`config.mk`:
```
export PLATFORM = sky130hd
export DESIGN_NAME = vn_div_cell
export DESIGN_NICKNAME = d
export VERILOG_FILES = /design/src/rtl/vn_pkg.sv /design/src/rtl/vn_div_cell.sv
export SDC_FILE = /design/constraint.sdc
export NUM_CORES = 1
export LEC_CHECK = 0
export BUFFER_PORTS_ARGS = -buffer_cell sky130_fd_sc_hd__buf_2
export CELL_PAD_IN_SITES_DETAIL_PLACEMENT = 1
export CELL_PAD_IN_SITES_GLOBAL_PLACEMENT = 1
export CORE_MARGIN = 1.5
export CORE_UTILIZATION = 42
export DETAILED_ROUTE_END_ITERATION = 16
export PLACE_DENSITY = 0.92
export SYNTH_ARGS = -nofsm -noshare
export SYNTH_HDL_FRONTEND = slang
export SYNTH_SLANG_ARGS = --single-unit
```
`constraint.sdc`:
```
create_clock -name clk -period 9.65 [get_ports clk]
set_input_delay 0.4825 -clock clk [delete_from_list [all_inputs] [get_ports clk]]
set_output_delay 0.4825 -clock clk [all_outputs]
set_load 0.02 [all_outputs]
```
`src/rtl/vn_pkg.sv`:
```
// ----------------------------------------------------------------------------
// vn_pkg
// shared constants for the vector normalise pipeline
// ----------------------------------------------------------------------------
`default_nettype none

package vn_pkg;

    // default width of one signed input component
    localparam int COMPONENT_WIDTH_DEF = 16;
    // default number of fraction bits of the normalised outputs
    localparam int FRACTION_BITS_DEF = 14;
    // fraction bits carried by the magnitude (radicand is shifted by twice this)
    localparam int MAG_FRAC_BITS = 8;
    // number of vector lanes
    localparam int LANES = 3;

endpackage

`default_nettype wire

```
`src/rtl/vn_div_cell.sv`:
```
// ----------------------------------------------------------------------------
// vn_div_cell
// one restoring division step for all three lanes against a shared divisor
// ----------------------------------------------------------------------------
`default_nettype none

module vn_div_cell #(
    parameter int RTW    = 24,
    parameter int QW     = 15,
    parameter int SIDE_W = 5
) (
    input  wire logic                               clk,
    input  wire logic                               rst_n,
    input  wire logic                               in_valid,
    output logic                                    in_ready,
    input  wire logic [RTW-1:0]                     div_in,
    input  wire logic [vn_pkg::LANES-1:0][RTW-1:0]  rem_in,
    input  wire logic [vn_pkg::LANES-1:0][QW-1:0]   quo_in,
    input  wire logic [SIDE_W-1:0]                  side_in,
    output logic                                    out_valid,
    input  wire logic                               out_ready,
    output logic [RTW-1:0]                          div_out,
    output logic [vn_pkg::LANES-1:0][RTW-1:0]       rem_out,
    output logic [vn_pkg::LANES-1:0][QW-1:0]        quo_out,
    output logic [SIDE_W-1:0]                       side_out
);

    logic                                 valid_reg;
    logic [RTW-1:0]                       div_reg;
    logic [vn_pkg::LANES-1:0][RTW-1:0]    rem_reg;
    logic [vn_pkg::LANES-1:0][QW-1:0]     quo_reg;
    logic [SIDE_W-1:0]                    side_reg;
    logic [vn_pkg::LANES-1:0][RTW-1:0]    rem_next;
    logic [vn_pkg::LANES-1:0][QW-1:0]     quo_next;
    logic [RTW:0]                         trial;

    assign in_ready = !valid_reg || out_ready;

    always_comb
    begin
        for (int i = 0; i < vn_pkg::LANES; i++)
        begin
            trial = {rem_in[i], 1'b0};
            if (trial >= {1'b0, div_in})
            begin
                rem_next[i] = RTW'(trial - {1'b0, div_in});
                quo_next[i] = {quo_in[i][QW-2:0], 1'b1};
            end
            else
            begin
                rem_next[i] = trial[RTW-1:0];
                quo_next[i] = {quo_in[i][QW-2:0], 1'b0};
            end
        end
    end

    always_ff @(posedge clk or negedge rst_n)
    begin
        if (!rst_n)
        begin
            valid_reg <= 1'b0;
        end
        else if (in_ready)
        begin
            valid_reg <= in_valid;
        end
    end

    always_ff @(posedge clk)
    begin
        if (in_ready && in_valid)
        begin
            div_reg  <= div_in;
            rem_reg  <= rem_next;
            quo_reg  <= quo_next;
            side_reg <= side_in;
        end
    end

    assign out_valid = valid_reg;
    assign div_out   = div_reg;
    assign rem_out   = rem_reg;
    assign quo_out   = quo_reg;
    assign side_out  = side_reg;

endmodule

`default_nettype wire

```
; ---- Yosys cells after proc, flatten, opt, wreduce, memory -nomap -nowiden
; Cells that the tools add are included.
[op_classes]
order_cmp = 3
n_addsub = 3
reduce_logical = 3
mux = 6
[op_table]
columns = operator, n
row1 = greater-or-equal comparator 25 x 24 -> 1 bit, 3
row2 = two-way mux 24 bit, 3
row3 = subtractor 24 bit, 3
row4 = two-way mux 1 bit, 3
row5 = logical AND 1 bit, 1
row6 = logical NOT 1 bit, 1
row7 = logical OR 1 bit, 1
[totals]
ff_bits = 147
word_cells = 27
out_inout_bits = 148
in_bits = 150

; ---- Depth between registers and ports, before layout
[depth]
depth_word = 3
mapped_depth = 12
ltp_nobuf = 11

; ---- Least setup slack after synthesis
; OpenSTA, ideal clock, no wires.
[synth_path]
path_type = input to register
startpoint = input port out_ready
endpoint = register div_reg[0], in the netlist div_out[0] (enable)
setup_time_ps = 522
n_path_buf = 0
required_time_ps = 9128
slack_ps = 4999
arrival_ps = 4129
path_stages = 2
path_cell_list = nand2b_1 > and2_1
[synth_via]
elab_chain_len = 2
[synth_rtl]
columns = item, line_no
row1 = "start, declared", vn_div_cell.sv:21  ; input wire logic out_ready,
row2 = logical OR 1 bit, vn_div_cell.sv:37  ; assign in_ready = !valid_reg || out_ready;
row3 = logical AND 1 bit, vn_div_cell.sv:71  ; if (in_ready && in_valid)
row4 = "end signal, assigned", vn_div_cell.sv:73  ; div_reg <= div_in;
row5 = "end, declared", vn_div_cell.sv:29  ; logic [RTW-1:0] div_reg;
; No other way between the ends.
; A chain may end at the register's enable or synchronous reset.

==> results.md <==
* DRT Pass-1 Iters at 5
* Placeable Area at 20900 µm²
* Worst-margin pin slew at 1.02 ns
* Worst Slack Setup Final at between 5 and 6 ns
* Crit Reg-Reg Startpoint: out_valid$_DFFE_PN0N_
* Status: finished, final reports clean
* Sequential area share after synthesis at 49.7%
* Final Hold Fails at 0
* Total track usage at roughly a quarter
* Synth async-reset ratio at 0.680%
* Top Usage Layer GRT: met2
* Initial antenna violation count at 7
* Met3 usage at 6.44%
* Hold Crit Depth at 1
* Setup crit end kind: flip-flop
* Initial core utilization at a little over two fifths
* Final Cycle Share at just under 40%
* Post-synthesis cell type count at 64
* Buffer levels on the longest clock path at 2
* Largest net degree at the start of global routing at 75
* Cts hold-fix bufs at 1
* Crit path DAT at 3.98 ns
* WP data required at 9.83 ns
* Synth Area in Adders at 10.8%
* Routed WL per cell at just over 20 µm
* Placed Area at 10700 µm²
* Die X at 148 µm
* Post-CTS setup buffer count at 0
* Max Fanout on Critical Path at 36
* I/O Buffers at 294
* VDD IR max at 102 µV
* TritonCTS Sinks at 147
* Antenna-violating nets left at 0
* Full die area at 22000 µm²
* Seq cells post-synth at 147
* Layout cell share with drive strength beyond 1 at 32.7%
* Worst-skew pair later-pin latency at ~0.43 ns
* Power Total at 1.96 mW
* Number of flops mapped to enable cells by yosys at 146
* Hold path startpoint: quo_in[0]
* Final core occ at between 50% and 60%
* Post-route DRC at 0
* First-pass GRT wire length at 44000 µm
* Drt total wl at 29100 µm
* Post-Synth Simple-Gate Area at between 10% and 20%
* Reg2Reg Setup Slack at 6.93 ns
* PD cells at 174 nW/µm²
* Pins over their slew limit at 0
* HP Class: in2reg
* Vias at 7704
* Largest family of logic cells by synthesized area: compound AO/OA/AOI/OAI gates
* Synth Area in Compound Gates at between 10% and 20%
* Area grow syn2layout at 26.8%
* Worst setup path category: in2reg
* M1 GR Usage at 28.8%
* Clk_skew at 0.0106 ns
* Max H-tree Level at 4
* Top FF cell, synth: edfxtp_1
* Worst-path clk slew at around 0.070 ns
* Commonest cells after routing, fill and taps aside: buf_2 (294), edfxtp_1 (146), a21oi_1 (79)
* Launch point of the worst path: div_in[7]
* TritonCTS clock tree: built
* Vias in the first global route at between 8000 and 9000
* Drt via density at between 5 and 6
* Sum Neg Setup Slack at 0 ns
* GR Layer Usage met2 at 47.5%
* Die H at 148 µm
* Place WS at approximately 5.4 ns
* I/O pins at 298
* Cells after Synth at 811
* CP Launch Type: input port
* Gr ovfl total at 0
* Synth Warn # at 0
* Tmin final at around 3.8 ns
* Row Count at 53
* Reg2Reg Depth at 3
* Mux cell area share after synthesis at 3.02%
* Final setup violation count at 0
* Clk root buf: clkbuf_16
* Resized cells post-CTS at 0
* Leakage power total at 4.93 nW
* Routability Congestion at 0.838
* Max_slew headroom at between 30% and 40%
* Fillers at about 2400
* Synthesized area per cell at 10.9 µm²
* Cell area after synthesis at roughly 8900 µm²
* XOR/XNOR Fraction of Synth Area at 4.73%
* TritonCTS Buffers at 17
* Fmax at 0.263 GHz
* Leading cell type in the layout, fill and taps excluded: buf_2
* Iter 0 DRT Violations at 295
* Design area at 11300 µm²
* RSZ-0062 raised after global routing: no
* Max cap viols at 0
* Synth Net Count at 1036
* DPL Wire Length at 22500 µm
* Final nets at around 1300
==> synth_stat cells, drive strengths merged (10+ instances only) <==
cell type | instances | area, µm²
a21o | 24 | 180
a21oi | 79 | 395
and2 | 10 | 62.6
and3 | 14 | 92.6
edfxtp | 146 | 4380
ha | 72 | 901
inv | 45 | 169
mux2 | 22 | 248
nand2 | 68 | 255
nand2b | 10 | 62.6
nand3 | 14 | 70.1
nor2 | 56 | 213
nor2b | 10 | 62.6
o21a | 13 | 97.6
o21ai | 55 | 275
xnor2 | 29 | 254
xor2 | 19 | 166
==> cell type report <==
| class | count | area, µm² | share of cell area [%] |
|---|---|---|---|
| clock inverters | 15 | 145 | 1.29 |
| multi-input cells | 603 | 4240 | 37.6 |
| well taps | 275 | 344 | 3.06 |
| flip-flops and latches | 147 | 4410 | 39.2 |
| diodes | 8 | 20.0 | 0.178 |
| repair buffers | 299 | 1510 | 13.4 |
| inverters | 45 | 169 | 1.50 |
| clock buffers | 17 | 425 | 3.78 |
==> worst max-delay path: stages <==
cell and delay [ns]:
buf_2 0.11, inv_1 0.18, ha_1 0.34, and3_1 0.25, and3_4 0.20, a2111oi_4 0.36, o31ai_1 0.23, a311o_1 0.44
a311oi_4 0.55, buf_4 0.46, mux2_1 0.36
==> through the flow <==
step | hold WS [ns] | std cells
3_5_place_dp | 0.266 | 1368
2_1_floorplan | 0.187 | 811
4_1_cts | 0.209 | 1401
3_3_place_gp | 0.257 | 1368
5_1_grt | 0.207 | 1407
6_report | 0.225 | 1409
==> kinds of logic after synthesis <==
logic type / after synthesis
compound gates: 243
simple gates: 213
flops: 147
fa+ha+maj: 75
buf+inv: 61
xor+xnor: 48
mux: 24
==> power by group <==
part	internal (mW)	switching, mW
registers	0.775	0.0132
logic	0.197	0.316
clock network	0.362	0.300
==> metal layers <==
metal | up-vias | share of wire (%)
li1 | 3666 | -
met1 | 3706 | 38
met2 | 265 | 51
met3 | 67 | 6.6
met4 | 0 | 4.1
met5 | - | 0
==> flip-flops by register name, indices dropped and copies added (netlist names) <==
name / flops
div_out: 24
out_valid: 1
quo_out: 45
rem_out: 72
side_out: 5
==> worst paths after layout <==
| kind | end |
|---|---|
| min | quo_out[1]$_DFFE_PP_ |
| max reg2reg | rem_out[61]$_DFFE_PP_ |
| min in group asynchronous | out_valid$_DFFE_PN0N_ |
| max | rem_out[4]$_DFFE_PP_ |
| max in group asynchronous | out_valid$_DFFE_PN0N_ |
| min reg2reg | out_valid$_DFFE_PN0N_ |
(Power assumes the default switching activity.)
