[src/rtl/vn_sqrt_cell.sv]
// ----------------------------------------------------------------------------
// vn_sqrt_cell
// one digit step of the square root chain, one root bit per cell
// ----------------------------------------------------------------------------
`default_nettype none

module vn_sqrt_cell #(
    parameter int RW     = 48,
    parameter int RTW    = 24,
    parameter int SIDE_W = 53,
    parameter int IDX    = 0
) (
    input  wire logic              clk,
    input  wire logic              rst_n,
    input  wire logic              in_valid,
    output logic                   in_ready,
    input  wire logic [RW-1:0]     rad_in,
    input  wire logic [RTW+1:0]    rem_in,
    input  wire logic [RTW-1:0]    root_in,
    input  wire logic [SIDE_W-1:0] side_in,
    output logic                   out_valid,
    input  wire logic              out_ready,
    output logic [RW-1:0]          rad_out,
    output logic [RTW+1:0]         rem_out,
    output logic [RTW-1:0]         root_out,
    output logic [SIDE_W-1:0]      side_out
);

    logic                valid_reg;
    logic [RW-1:0]       rad_reg;
    logic [RTW+1:0]      rem_reg;
    logic [RTW-1:0]      root_reg;
    logic [SIDE_W-1:0]   side_reg;
    logic [RTW+1:0]      rem_next;
    logic [RTW-1:0]      root_next;
    logic [RTW+1:0]      shifted;
    logic [RTW+1:0]      trial;
    logic [1:0]          pair;

    assign in_ready = !valid_reg || out_ready;

    // trial divisor is four times the root so far plus one
    always_comb
    begin
        pair    = rad_in[RW-1-2*IDX -: 2];
        shifted = {rem_in[RTW-1:0], pair};
        trial   = {root_in, 2'b01};
        if (shifted >= trial)
        begin
            rem_next  = shifted - trial;
            root_next = {root_in[RTW-2:0], 1'b1};
        end
        else
        begin
            rem_next  = shifted;
            root_next = {root_in[RTW-2:0], 1'b0};
        end
    end

    always_ff @(posedge clk or negedge rst_n)
    begin
        if (!rst_n)
        begin
            valid_reg <= 1'b0;
        end
        else if (in_ready)
        begin
            valid_reg <= in_valid;
        end
    end

    always_ff @(posedge clk)
    begin
        if (in_ready && in_valid)
        begin
            rad_reg  <= rad_in;
            rem_reg  <= rem_next;
            root_reg <= root_next;
            side_reg <= side_in;
        end
    end

    assign out_valid = valid_reg;
    assign rad_out   = rad_reg;
    assign rem_out   = rem_reg;
    assign root_out  = root_reg;
    assign side_out  = side_reg;

endmodule

`default_nettype wire

[config.mk]
export PLATFORM = sky130hd
export DESIGN_NAME = vn_sqrt_cell
export DESIGN_NICKNAME = d
export VERILOG_FILES = /design/src/rtl/vn_sqrt_cell.sv
export SDC_FILE = /design/constraint.sdc
export NUM_CORES = 1
export LEC_CHECK = 0
export BUFFER_PORTS_ARGS = -buffer_cell sky130_fd_sc_hd__buf_2
export CORE_AREA = 2 2 120 122
export CTS_BUF_LIST = sky130_fd_sc_hd__clkbuf_16
export DETAILED_ROUTE_END_ITERATION = 8
export DIE_AREA = 0 0 122 124
export PLACE_DENSITY = 0.8
export SKIP_LAST_GASP = 1
export SLEW_MARGIN = 20
export SYNTH_ARGS = -nofsm -noshare
export SYNTH_HDL_FRONTEND = slang
export SYNTH_SLANG_ARGS = --single-unit
[constraint.sdc]
create_clock -name clk -period 9 [get_ports clk]
set_input_delay 1.8 -clock clk [delete_from_list [all_inputs] [get_ports clk]]
set_output_delay 1.8 -clock clk [all_outputs]
set_load 0.005 [all_outputs]
=== Word-level counts from Yosys, hierarchy flattened ===
Index checks and enable logic that the tools add are counted.

* Flip-flop bits (word level): 152
* Input bits: 155
* Output and inout port bits: 153

* Add/sub/neg operators: 1
* Magnitude comparators: 1
* Multiplexer cells: 2
* Reductions and logical operators: 3

{| class="wikitable"
|+ Operator list
! kind !! count
|-
| $ge A26 B26 Y1 || 1
|-
| $mux W26 || 1
|-
| $sub A26 B26 Y26 || 1
|-
| $logic_and A1 B1 Y1 || 1
|-
| $logic_not A1 Y1 || 1
|-
| $logic_or A1 B1 Y1 || 1
|-
| $mux W1 || 1
|}

=== Logic depth before layout (Yosys ltp) ===
Gate-level depths: netlist of the first run.

* Depth after elaboration: 3
* Mapped depth: 12

=== Worst setup path before layout of the first run ===
OpenSTA, ideal clock, no wires.

* Kind: input-to-reg
* Start: input out_ready
* End: register rad_reg[0] (netlist: rad_out[0]) (enable)
* Setup time: 529 ps
* Arrival time: 5428 ps
* Data required time: 8471 ps
* Setup slack: 3043 ps
* Stages on the path: 2
* Cells stage by stage: nand2b_1 and2_1

* Cells in the longest elaborated chain, start to end: 2

{| class="wikitable"
|+ RTL lines
! element !! line !! RTL
|-
| start, declared || 22 || <nowiki>input wire logic out_ready,</nowiki>
|-
| $logic_or A1 B1 Y1 || 40 || <nowiki>assign in_ready = !valid_reg || out_ready;</nowiki>
|-
| $logic_and A1 B1 Y1 || 74 || <nowiki>if (in_ready && in_valid)</nowiki>
|-
| end signal, assigned || 76 || <nowiki>rad_reg <= rad_in;</nowiki>
|-
| end, declared || 30 || <nowiki>logic [RW-1:0] rad_reg;</nowiki>
|}

No other way between the ends.
A chain may end at the register's enable or synchronous reset.

=== Worst setup path after layout of the first run ===
* Start: input root_in[0]
* End: register rem_reg[14] (netlist: rem_out[14]) (data pin)

* Cells in the longest elaborated chain, start to end: 2

{| class="wikitable"
|+ RTL lines
! element !! line !! RTL
|-
| start, declared || 19 || <nowiki>input wire logic [RTW-1:0] root_in,</nowiki>
|-
| $sub A26 B26 Y26 / $ge A26 B26 Y1 (equally long branches) || 50, 48 ||
|-
| $mux W26 (*) || 48 || <nowiki>if (shifted >= trial)</nowiki>
|-
| named net rem_next[14] || 34 || <nowiki>logic [RTW+1:0] rem_next;</nowiki>
|-
| end signal, assigned || 77 || <nowiki>rem_reg <= rem_next;</nowiki>
|-
| end, declared || 31 || <nowiki>logic [RTW+1:0] rem_reg;</nowiki>
|}

Mark *: on every way through the listed nets, which the timed path passes. The rest lies on a longest branch.

==> results_dict.tcl, run 1 <==
set metrics [dict create \
    htreeDepth 4 \
    timing.critical_path.arrival_ns 4.70 \
    final_critical_path_required_period_ns 4.419 \
    power_frac_comb_pct 13.6 \
    critical_path_class "input port to flip-flop" \
    synth_fp_nets 616 \
    worst-r2r-setup-slack_ns 6.36 \
    finalSetupViolations 0 \
    drive_gt1_share_pct 46.33 \
    io_pins 308 \
    final_net_count 930 \
    outcome "completed" \
    dp_cells 910 \
    clk_network_pwr_share_pct 38.7 \
    maxSlewHeadroom_pct 31.14 \
    top_area_cell_type_share_of_the_netlist_area_pct 70.63 \
    count_of_flip_flops_with_a_built_in_enable_after_synthesis 151 \
    start_util_pct 46.79 \
    final_min_period_over_clock_period_pct 49.10 \
    ys_seq_area_share_pct 71.02 \
    worst_setup_path_endpoint "rem_out[14]" \
    critPathCaptureType "flip-flop" \
    die-area_um2 15130 \
    vias 4829 \
    busiest_layer "met2" \
    final_common_cell "sky130_fd_sc_hd__buf_2" \
    synth.avg_cell_area_um2 14.76 \
    r2r.worst_path.cells 3 \
    drc 0 \
    routed_wirelength_um 16890 \
    async_flop_share_pct 0.6579 \
    main_synth_ff_type "sky130_fd_sc_hd__edfxtp_1" \
    preCtsSetupSlack_ns 4.196 \
    port_buffers 305 \
    cts_setup_buffers 0 \
    fin_setup_tns_ns 0 \
    post_cts_resize_count 0 \
    antenna_found_initial 1 \
    detailed_placer_s_ending_hpwl_um 13010 \
    proportion_of_total_power_due_to_net_switching_pct 24.09 \
    drt_first_pass_iters 5 \
    cts_inserted_buffers 17 \
    setup.worst_path.start_class "input port" \
    net-switching-power_mw 0.4284 \
    routedWlPerCell_um 17.91 \
    worst_setup_hold_path_clk_slew_ns 0.06 \
    maxCapViolCount 0 \
    first_pass_grt_wire_length_um 24050 \
    critical_path.reg2reg.startpoint "out_valid" \
    peakVddDrop_uv 108.4 \
    clkSinkCount 152 \
    global_route.usage.met1_pct 24.51 \
    grt.overflow.total 0 \
    fp.coreArea_um2 13720 \
    static-leakage-power_nw 3.787 \
    cts_hold_repair.buffers 0 \
    min_path_cells 2 \
    max_slew.worst_pin.slew_ns 1.033 \
    worst_path_max_fanout 47 \
    yosysWarningCount 0 \
    global_route.usage.total_pct 21.33 \
    startpoint "root_in[0]" \
    synth.distinct_cells 57 \
    power_per_cell_area_nw_per_um2 204.9 \
    worst_clock_skew_ns 0.005929 \
    reg2reg_to "root_out[3]" \
    max_freq_mhz 226.3 \
    most_used_cells_in_the_layout_excluding_fill_and_tap_cells "305 x sky130_fd_sc_hd__buf_2, 151 x sky130_fd_sc_hd__edfxtp_1, 36 x sky130_fd_sc_hd__nand2_1" \
    tritoncts "yes" \
    cts_max_path_buffers 2 \
    hold_viol 0 \
    areaGrowthSynthToFinish_pct 35.22 \
    timing.critical_path.cells "buf_2 > inv_1 > ha_1 > nor2b_1 > o2111ai_1 > a2111oi_4 > nor3_2 > o31a_2 > or4b_1 > nand3_1" \
    placer_congestion 0.8881 \
    grt_use_met3_pct 6.822 \
    final-max-slew-violation-count 0 \
    fp.dieH_um 124 \
    slowest_delay_ns 0.67 \
    cp_slowest_cell "sky130_fd_sc_hd__o31a_2" \
    post_synthesis_instance_area_um2 6420 \
    register_bit_total_from_synthesis 152 \
    final_antenna_net_count 0 \
    stdcell_count 943 \
    first_global_vias 4659 \
    internal_power_mw 1.350 \
    via_per_inst 5.121 \
    required_ns 9.28 \
    seq_power_share_pct 47.7 \
    worst_path_setup_slack_after_routing_ns 4.581 \
    setup_repair_after_global_routing_missed_its_margin "no" \
    drt_first_iter_violations 293 \
    worstHoldPathType "flip-flop to flip-flop" \
    grt_max_degree 81 \
    clock-root-buffer "sky130_fd_sc_hd__clkbuf_16" \
    row_count 43 \
    width_of_the_die_um 122 \
    synth_top_cells_by_area "sky130_fd_sc_hd__edfxtp_1 71%, sky130_fd_sc_hd__ha_1 5.1%, sky130_fd_sc_hd__nand2_1 2.1%" \
    clk-insertion-delay-late_ns 0.41 \
    globalRouteMet2Util_pct 36.14 \
    syn_inst 435 \
    synth_area_leader_cell "sky130_fd_sc_hd__edfxtp_1" \
]
[metal layers]
| metal | share of wire, % | up-vias |
|---|---|---|
| li1 | - | 2267 |
| met2 | 50 | 208 |
| met5 | 0 | - |
| met4 | 3.0 | 0 |
| met1 | 38 | 2317 |
| met3 | 8.5 | 37 |
[power by group through the flow]
stage	Clock [mW]	Combinational [mW]	Sequential [mW]
floorplan	0	0.128	0.875
global placement	0	0.234	0.861
detailed placement	0	0.241	0.863
CTS	0.700	0.243	0.848
global route	0.735	0.270	0.851
finish	0.688	0.243	0.848
[Yosys cell counts, drive strengths merged, types with 7 or more instances]
library cell    n
edfxtp        151
nand2          36
inv            33
o21ai          31
ha             26
a21oi          19
nor2           18
nand3          10
xnor2          10
a21o            9
nor3            9
clkbuf          7
xor2            7
[registers in the layout (all words and copies together) (netlist names)]
signal,flops
out_valid,1
rad_out,48
rem_out,26
root_out,24
side_out,53
[final cells by class]
cell class	count	area, µm²
diodes	1	2.502
clock buffers	17	425.4
clock inverters	15	152.6
fillers	1045	5039
inverters	33	128.9
multi-input cells	239	1653
flip-flops and latches	152	4559
well taps	180	225.2
repair buffers	306	1534
[through the flow]
step,power [mW],util [%],hold WS [ns],cell area (µm²)
2_1_floorplan,1.003,-,0.5371,6420
3_3_place_gp,1.095,59.04,0.5563,8100
3_5_place_dp,1.104,59.04,0.5507,8100
4_1_cts,1.792,63.26,0.5695,8678
5_1_grt,1.856,63.27,0.6196,8681
6_report,1.779,63.27,0.5744,8681
[cells by family (layout without fill, tap and decap cells)]
kind of cell / count (synthesis) / in the layout / synth area share [%]
DFF: 152 / 152 / 71.02
and+or+nand+nor: 98 / 98 / 7.562
AOI/OAI and AO/OA: 96 / 96 / 10.41
buffers and inverters: 44 / 371 / 3.294
adders and majority gates: 26 / 26 / 5.067
xor gates and xnor gates: 17 / 17 / 2.319
muxes: 2 / 2 / 0.3313
other: 0 / 1 / 0
[how the worst min path moves through the flow]
stage	endpoint	slack [ns]	start
after floorplan	out_valid	0.54	out_valid
after global placement	out_valid	0.56	out_valid
after detailed placement	out_valid	0.55	out_valid
after CTS	out_valid	0.57	out_valid
after global routing	out_valid	0.62	out_valid
final	out_valid	0.57	out_valid
[worst max-delay path, delay by kind of cell]
| family | cells | cell delay, ns |
|---|---|---|
| adders and majority gates | 1 | 0.33 |
| buffers and inverters | 2 | 0.13 |
| AOI/OAI and AO/OA | 3 | 1.36 |
| and+or+nand+nor | 4 | 1.09 |
No activity file was read; power rests on OpenSTA's default activity.
==> run 2, diff against run 1 <==
--- a/config.mk
+++ b/config.mk
@@ -6,10 +6,10 @@
 export NUM_CORES = 1
 export LEC_CHECK = 0
 export BUFFER_PORTS_ARGS = -buffer_cell sky130_fd_sc_hd__buf_2
-export CORE_AREA = 2 2 120 122
+export CORE_MARGIN = 2
+export CORE_UTILIZATION = 46
 export CTS_BUF_LIST = sky130_fd_sc_hd__clkbuf_16
 export DETAILED_ROUTE_END_ITERATION = 8
-export DIE_AREA = 0 0 122 124
 export PLACE_DENSITY = 0.8
 export SKIP_LAST_GASP = 1
 export SLEW_MARGIN = 20
==> constraint.sdc (replaced) <==
create_clock -name clk -period 4.2 [get_ports clk]
set_input_delay 0.84 -clock clk [delete_from_list [all_inputs] [get_ports clk]]
set_output_delay 0.84 -clock clk [all_outputs]
set_load 0.005 [all_outputs]
==> results_dict.tcl, run 2 (synthesis gave the netlist of run 1 again) <==
set metrics [dict create \
    worst_path_max_fanout 24 \
    areaGrowthSynthToFinish_pct 35.59 \
    port_buffers 305 \
    post_cts_resize_count 0 \
    routed_wirelength_um 16750 \
    power_per_cell_area_nw_per_um2 436.5 \
    hold_viol 0 \
    static-leakage-power_nw 3.803 \
    final_min_period_over_clock_period_pct 77.74 \
    cts_hold_repair.buffers 0 \
    clk-insertion-delay-late_ns 0.42 \
    max_freq_mhz 306.3 \
    final_critical_path_required_period_ns 3.265 \
    setup.worst_path.start_class "input port" \
    antenna_found_initial 1 \
    vias 4814 \
    critical_path_class "input port to flip-flop" \
    final-max-slew-violation-count 0 \
    sequential_cell_area_um2 4559 \
    final_net_count 933 \
    clkSinkCount 152 \
    fillCellCount 1107 \
    cts_setup_buffers 0 \
    global_route.usage.total_pct 21.99 \
    cts_max_path_buffers 2 \
    max_slew.worst_pin.slew_ns 0.7260 \
    start_util_pct 46.61 \
    drive_gt1_share_pct 46.80 \
    outcome "completed" \
    final_common_cell "sky130_fd_sc_hd__buf_2" \
    worst-r2r-setup-slack_ns 2.15 \
    io_pins 308 \
    peakVddDrop_uv 215.5 \
    footprint_of_the_multi_input_gates_um2 1653 \
    final_antenna_net_count 0 \
    maxCapViolCount 0 \
    most_used_cells_in_the_layout_excluding_fill_and_tap_cells "305 x sky130_fd_sc_hd__buf_2, 151 x sky130_fd_sc_hd__edfxtp_1, 36 x sky130_fd_sc_hd__nand2_1" \
    timing.critical_path.arrival_ns 3.54 \
    clock-root-buffer "sky130_fd_sc_hd__clkbuf_16" \
    placer_congestion 0.9102 \
    tritoncts "yes" \
    worstHoldPathType "input port to async pin" \
    critical_path.reg2reg.startpoint "out_valid" \
    htreeDepth 4 \
    finalSetupViolations 0 \
    maxSlewHeadroom_pct 51.60 \
    layout.core_utilization_pct 63.20 \
    row_count 43 \
    critPathCaptureType "flip-flop" \
    drt_first_pass_iters 4 \
    drt_first_iter_violations 364 \
    cts_inserted_buffers 17 \
    reg2reg_to "rad_out[35]" \
    largest_reg_flops 53 \
    r2r.worst_path.cells 3 \
    fp.dieH_um 122.1 \
    setup_repair_after_global_routing_missed_its_margin "no" \
    drc 0 \
    grt.overflow.total 0 \
    via_per_inst 5.089 \
    detailed_placer_s_ending_hpwl_um 12980 \
    first_global_vias 4708 \
    worst_setup_hold_path_clk_slew_ns 0.06 \
    grt_max_degree 63 \
    routedWlPerCell_um 17.70 \
    worst_clock_skew_ns 0.009797 \
    die-area_um2 14920 \
    required_ns 4.48 \
    first_pass_grt_wire_length_um 24400 \
    width_of_the_die_um 122.1 \
    fp.coreArea_um2 13770 \
    fin_setup_tns_ns 0 \
]
-- run 2: layout make-up --
type / instances / share of cell area [%]
tap: 180 / 2.587
antenna: 1 / 0.02875
clock buffer: 17 / 4.887
sequential: 152 / 52.38
inverter: 33 / 1.481
timing repair buffer: 309 / 18.02
multi-input combinational: 239 / 18.99
clock inverter: 15 / 1.624
-- run 2: critical path, cell delays in order --
cell                        delay (ns)
sky130_fd_sc_hd__buf_2            0.09
sky130_fd_sc_hd__inv_1            0.05
sky130_fd_sc_hd__ha_1             0.34
sky130_fd_sc_hd__nor2b_1          0.19
sky130_fd_sc_hd__o2111ai_1        0.24
sky130_fd_sc_hd__a2111oi_4        0.44
sky130_fd_sc_hd__nor3_2           0.12
sky130_fd_sc_hd__o31a_2           0.55
sky130_fd_sc_hd__or4b_1           0.56
sky130_fd_sc_hd__nand3_1          0.12
-- run 2: worst max-delay path by stage --
stage	from	end	slack, ns	cells past startpoint
after global placement	root_in[8]	rem_out[14]	0.61	10
after CTS	root_in[0]	rem_out[14]	0.96	10
after detailed placement	root_in[0]	rem_out[14]	0.55	10
after global routing	root_in[0]	rem_out[14]	0.79	10
final	root_in[0]	rem_out[14]	0.93	10
after floorplan	out_ready	rad_out[0]	0.90	2
-- run 2: where the power goes --
group          total [mW]  switching [mW]  internal (mW)
logic               0.529           0.300          0.229
registers            1.82          0.0226           1.79
clock network        1.45           0.627          0.828
-- run 2: metrics by stage --
step	power [mW]	setup WS (ns)	cells	cell area [µm²]	hold WS, ns
after floorplan	2.142	0.8957	435	6421	0.5368
after global placement	2.357	0.6071	913	8135	0.5250
after detailed placement	2.375	0.5537	913	8135	0.5461
after CTS	3.825	0.9574	945	8702	0.1679
after global routing	3.962	0.7904	946	8705	0.1568
final	3.800	0.9349	946	8705	0.1791
-- run 2: routing by layer --
metal | part of all wire, % | up-vias | global-route usage, %
met5 | 0 | - | 0
met3 | 7.7 | 26 | 6.554
li1 | - | 2280 | -
met2 | 50 | 217 | 36.77
met4 | 2.2 | 0 | 7.830
met1 | 40 | 2291 | 27.19
==> run 3, diff against run 2 <==
--- a/config.mk
+++ b/config.mk
@@ -5,12 +5,13 @@
 export SDC_FILE = /design/constraint.sdc
 export NUM_CORES = 1
 export LEC_CHECK = 0
+export ABC_AREA = 1
 export BUFFER_PORTS_ARGS = -buffer_cell sky130_fd_sc_hd__buf_2
 export CORE_MARGIN = 2
-export CORE_UTILIZATION = 46
+export CORE_UTILIZATION = 48
 export CTS_BUF_LIST = sky130_fd_sc_hd__clkbuf_16
 export DETAILED_ROUTE_END_ITERATION = 8
-export PLACE_DENSITY = 0.8
+export PLACE_DENSITY = 0.81
 export SKIP_LAST_GASP = 1
 export SLEW_MARGIN = 20
 export SYNTH_ARGS = -nofsm -noshare
==> constraint.sdc (replaced) <==
create_clock -name clk -period 3.05 [get_ports clk]
set_input_delay 0.61 -clock clk [delete_from_list [all_inputs] [get_ports clk]]
set_output_delay 0.61 -clock clk [all_outputs]
set_load 0.005 [all_outputs]
==> results_dict.tcl, run 3 <==
set metrics [dict create \
    outcome "completed" \
    final_critical_path_required_period_ns 2.148 \
    setup.worst_path.start_class "input port" \
    synth_area_leader_cell "sky130_fd_sc_hd__edfxtp_1" \
    synth.distinct_cells 25 \
    peakVddDrop_uv 352.0 \
    antenna_found_initial 1 \
    clk-insertion-delay-late_ns 0.42 \
    timing.critical_path.arrival_ns 2.29 \
    critical_path_class "input port to flip-flop" \
    static-leakage-power_nw 4.682 \
    row_count 44 \
    grt.overflow.total 0 \
    whs_endpoint "rad_out[40]" \
    port_buffers 305 \
    most_used_cells_in_the_layout_excluding_fill_and_tap_cells "305 x sky130_fd_sc_hd__buf_2, 209 x sky130_fd_sc_hd__nand2_1, 151 x sky130_fd_sc_hd__edfxtp_1" \
    critical_path.reg2reg.startpoint "out_valid" \
    areaGrowthSynthToFinish_pct 34.29 \
    worst_path_setup_slack_after_routing_ns 0.9015 \
    fin_hold_ws_ns 0.3561 \
    main_synth_ff_type "sky130_fd_sc_hd__edfxtp_1" \
    final_antenna_net_count 0 \
    setup_repair_after_global_routing_missed_its_margin "no" \
    stdcell_count 1190 \
    vias 5728 \
    hold_viol 0 \
    global_route.usage.total_pct 24.31 \
    worstHoldPathType "input port to flip-flop" \
    final_common_cell "sky130_fd_sc_hd__buf_2" \
    placer_congestion 0.9893 \
    grt_max_degree 62 \
    via_per_inst 4.813 \
    critPathCaptureType "flip-flop" \
    clkSinkCount 152 \
    cts_max_path_buffers 2 \
    start_util_pct 48.75 \
    final-max-slew-violation-count 0 \
    required_ns 3.20 \
    drc 0 \
    worst_path_max_fanout 22 \
    io_pins 308 \
    first_global_vias 5516 \
    routedWlPerCell_um 15.83 \
    preCtsSetupSlack_ns 0.5017 \
    final_min_period_over_clock_period_pct 70.44 \
    final_net_count 1173 \
    ys_seq_area_share_pct 65.08 \
    largest_reg_flops 53 \
    worst_clock_skew_ns 0.008434 \
    synth_fp_nets 846 \
    drt_first_pass_iters 4 \
    drt_first_iter_violations 338 \
    tritoncts "yes" \
    min_path_cells 1 \
    htreeDepth 4 \
    register_bit_total_from_synthesis 152 \
    power_per_cell_area_nw_per_um2 563.2 \
    yosysWarningCount 0 \
    cts_inserted_buffers 17 \
    width_of_the_die_um 124.8 \
    maxCapViolCount 0 \
    cts_setup_buffers 0 \
    maxSlewHeadroom_pct 70.19 \
    fin_setup_tns_ns 0 \
    cts_hold_repair.buffers 1 \
    r2r.worst_path.cells 2 \
    post_synthesis_instance_area_um2 7005 \
    post_cts_resize_count 0 \
    min-delay-start "rad_in[40]" \
    finalSetupViolations 0 \
    max_slew.worst_pin.slew_ns 0.4461 \
    ys_top_cells_by_count "209 x sky130_fd_sc_hd__nand2_1, 151 x sky130_fd_sc_hd__edfxtp_1, 133 x sky130_fd_sc_hd__inv_1" \
    routed_wirelength_um 18830 \
    detailed_placer_s_ending_hpwl_um 14820 \
    count_of_flip_flops_with_a_built_in_enable_after_synthesis 151 \
    reg2reg_to "side_out[26]" \
    syn_inst 665 \
    die-area_um2 15580 \
    worst-r2r-setup-slack_ns 1.44 \
    worst_setup_hold_path_clk_slew_ns 0.07 \
    synth_top_cells_by_area "sky130_fd_sc_hd__edfxtp_1 65%, sky130_fd_sc_hd__nand2_1 11%, sky130_fd_sc_hd__inv_1 7.1%" \
    drive_gt1_share_pct 35.72 \
    top_area_cell_type_share_of_the_netlist_area_pct 64.73 \
    yosys.cell_count.top_type "sky130_fd_sc_hd__nand2_1" \
    fp.coreArea_um2 14370 \
    fp.dieH_um 124.8 \
    max_freq_mhz 465.4 \
    first_pass_grt_wire_length_um 29010 \
    clock-root-buffer "sky130_fd_sc_hd__clkbuf_16" \
    synth.avg_cell_area_um2 10.53 \
    async_flop_share_pct 0.6579 \
    layout.core_utilization_pct 65.47 \
    dp_cells 1156 \
]
-- run 3: layout make-up --
type                    instances  area (µm²)
clock buffers                  17       425.4
flip-flops and latches        152        4559
well taps                     184       230.2
repair buffers                315        1629
inverters                     133       511.7
multi-input cells             373        1908
diodes                          1       2.502
fillers                      1195        4961
clock inverters                15       141.4
-- run 3: how the worst max path moves through the flow --
stage / startpoint / end / slack [ns]
finish: root_in[3] / rem_out[1] / 0.90
global route: root_in[15] / rem_out[1] / 0.72
CTS: root_in[3] / rem_out[1] / 0.93
detailed placement: root_in[3] / rem_out[1] / 0.50
global placement: root_in[3] / rem_out[20] / 0.55
floorplan: out_ready / rad_out[0] / -0.50
-- run 3: cells by family (layout without fill, tap and decap cells) --
family	after synthesis	count (layout)	share of synthesized area, %
buffers and inverters	140	480	7.841
XOR/XNOR	14	14	1.750
other	0	1	0
flip-flops	152	152	65.08
AO/OA/AOI/OAI	30	30	2.375
adder cells (fa/ha/maj)	26	26	4.644
AND/OR/NAND/NOR	303	303	18.31
-- run 3: stage by stage --
step	area (µm²)	power [mW]
after global placement	8828	3.300
after CTS	9405	5.344
after detailed placement	8828	3.326
final	9408	5.299
after global routing	9408	5.535
after floorplan	7029	2.981
-- run 3: per-layer routing --
metal	wire, µm	global-route usage [%]	vias up
li1	-	-	2833
met1	7770	29.79	2670
met2	9579	42.46	201
met3	1164	5.670	24
met4	319	8.235	0
met5	0	0	-
-- run 3: worst max-delay path: stages --
cell and delay [ns]:
sky130_fd_sc_hd__buf_2 0.09, sky130_fd_sc_hd__inv_1 0.04, sky130_fd_sc_hd__ha_1 0.33, sky130_fd_sc_hd__nand2_1 0.15, sky130_fd_sc_hd__inv_1 0.05, sky130_fd_sc_hd__nand2_1 0.07
sky130_fd_sc_hd__nand3_2 0.13, sky130_fd_sc_hd__nand2_1 0.09, sky130_fd_sc_hd__nand2_1 0.14, sky130_fd_sc_hd__nand2_2 0.11, sky130_fd_sc_hd__nand3_2 0.08, sky130_fd_sc_hd__buf_4 0.21
sky130_fd_sc_hd__nand2_1 0.08, sky130_fd_sc_hd__o21ai_0 0.11
-- run 3: power breakdown --
group          switching (mW)  internal [mW]
clock network           0.874           1.14
registers              0.0295           2.47
logic                   0.470          0.318
total                    1.37           3.92
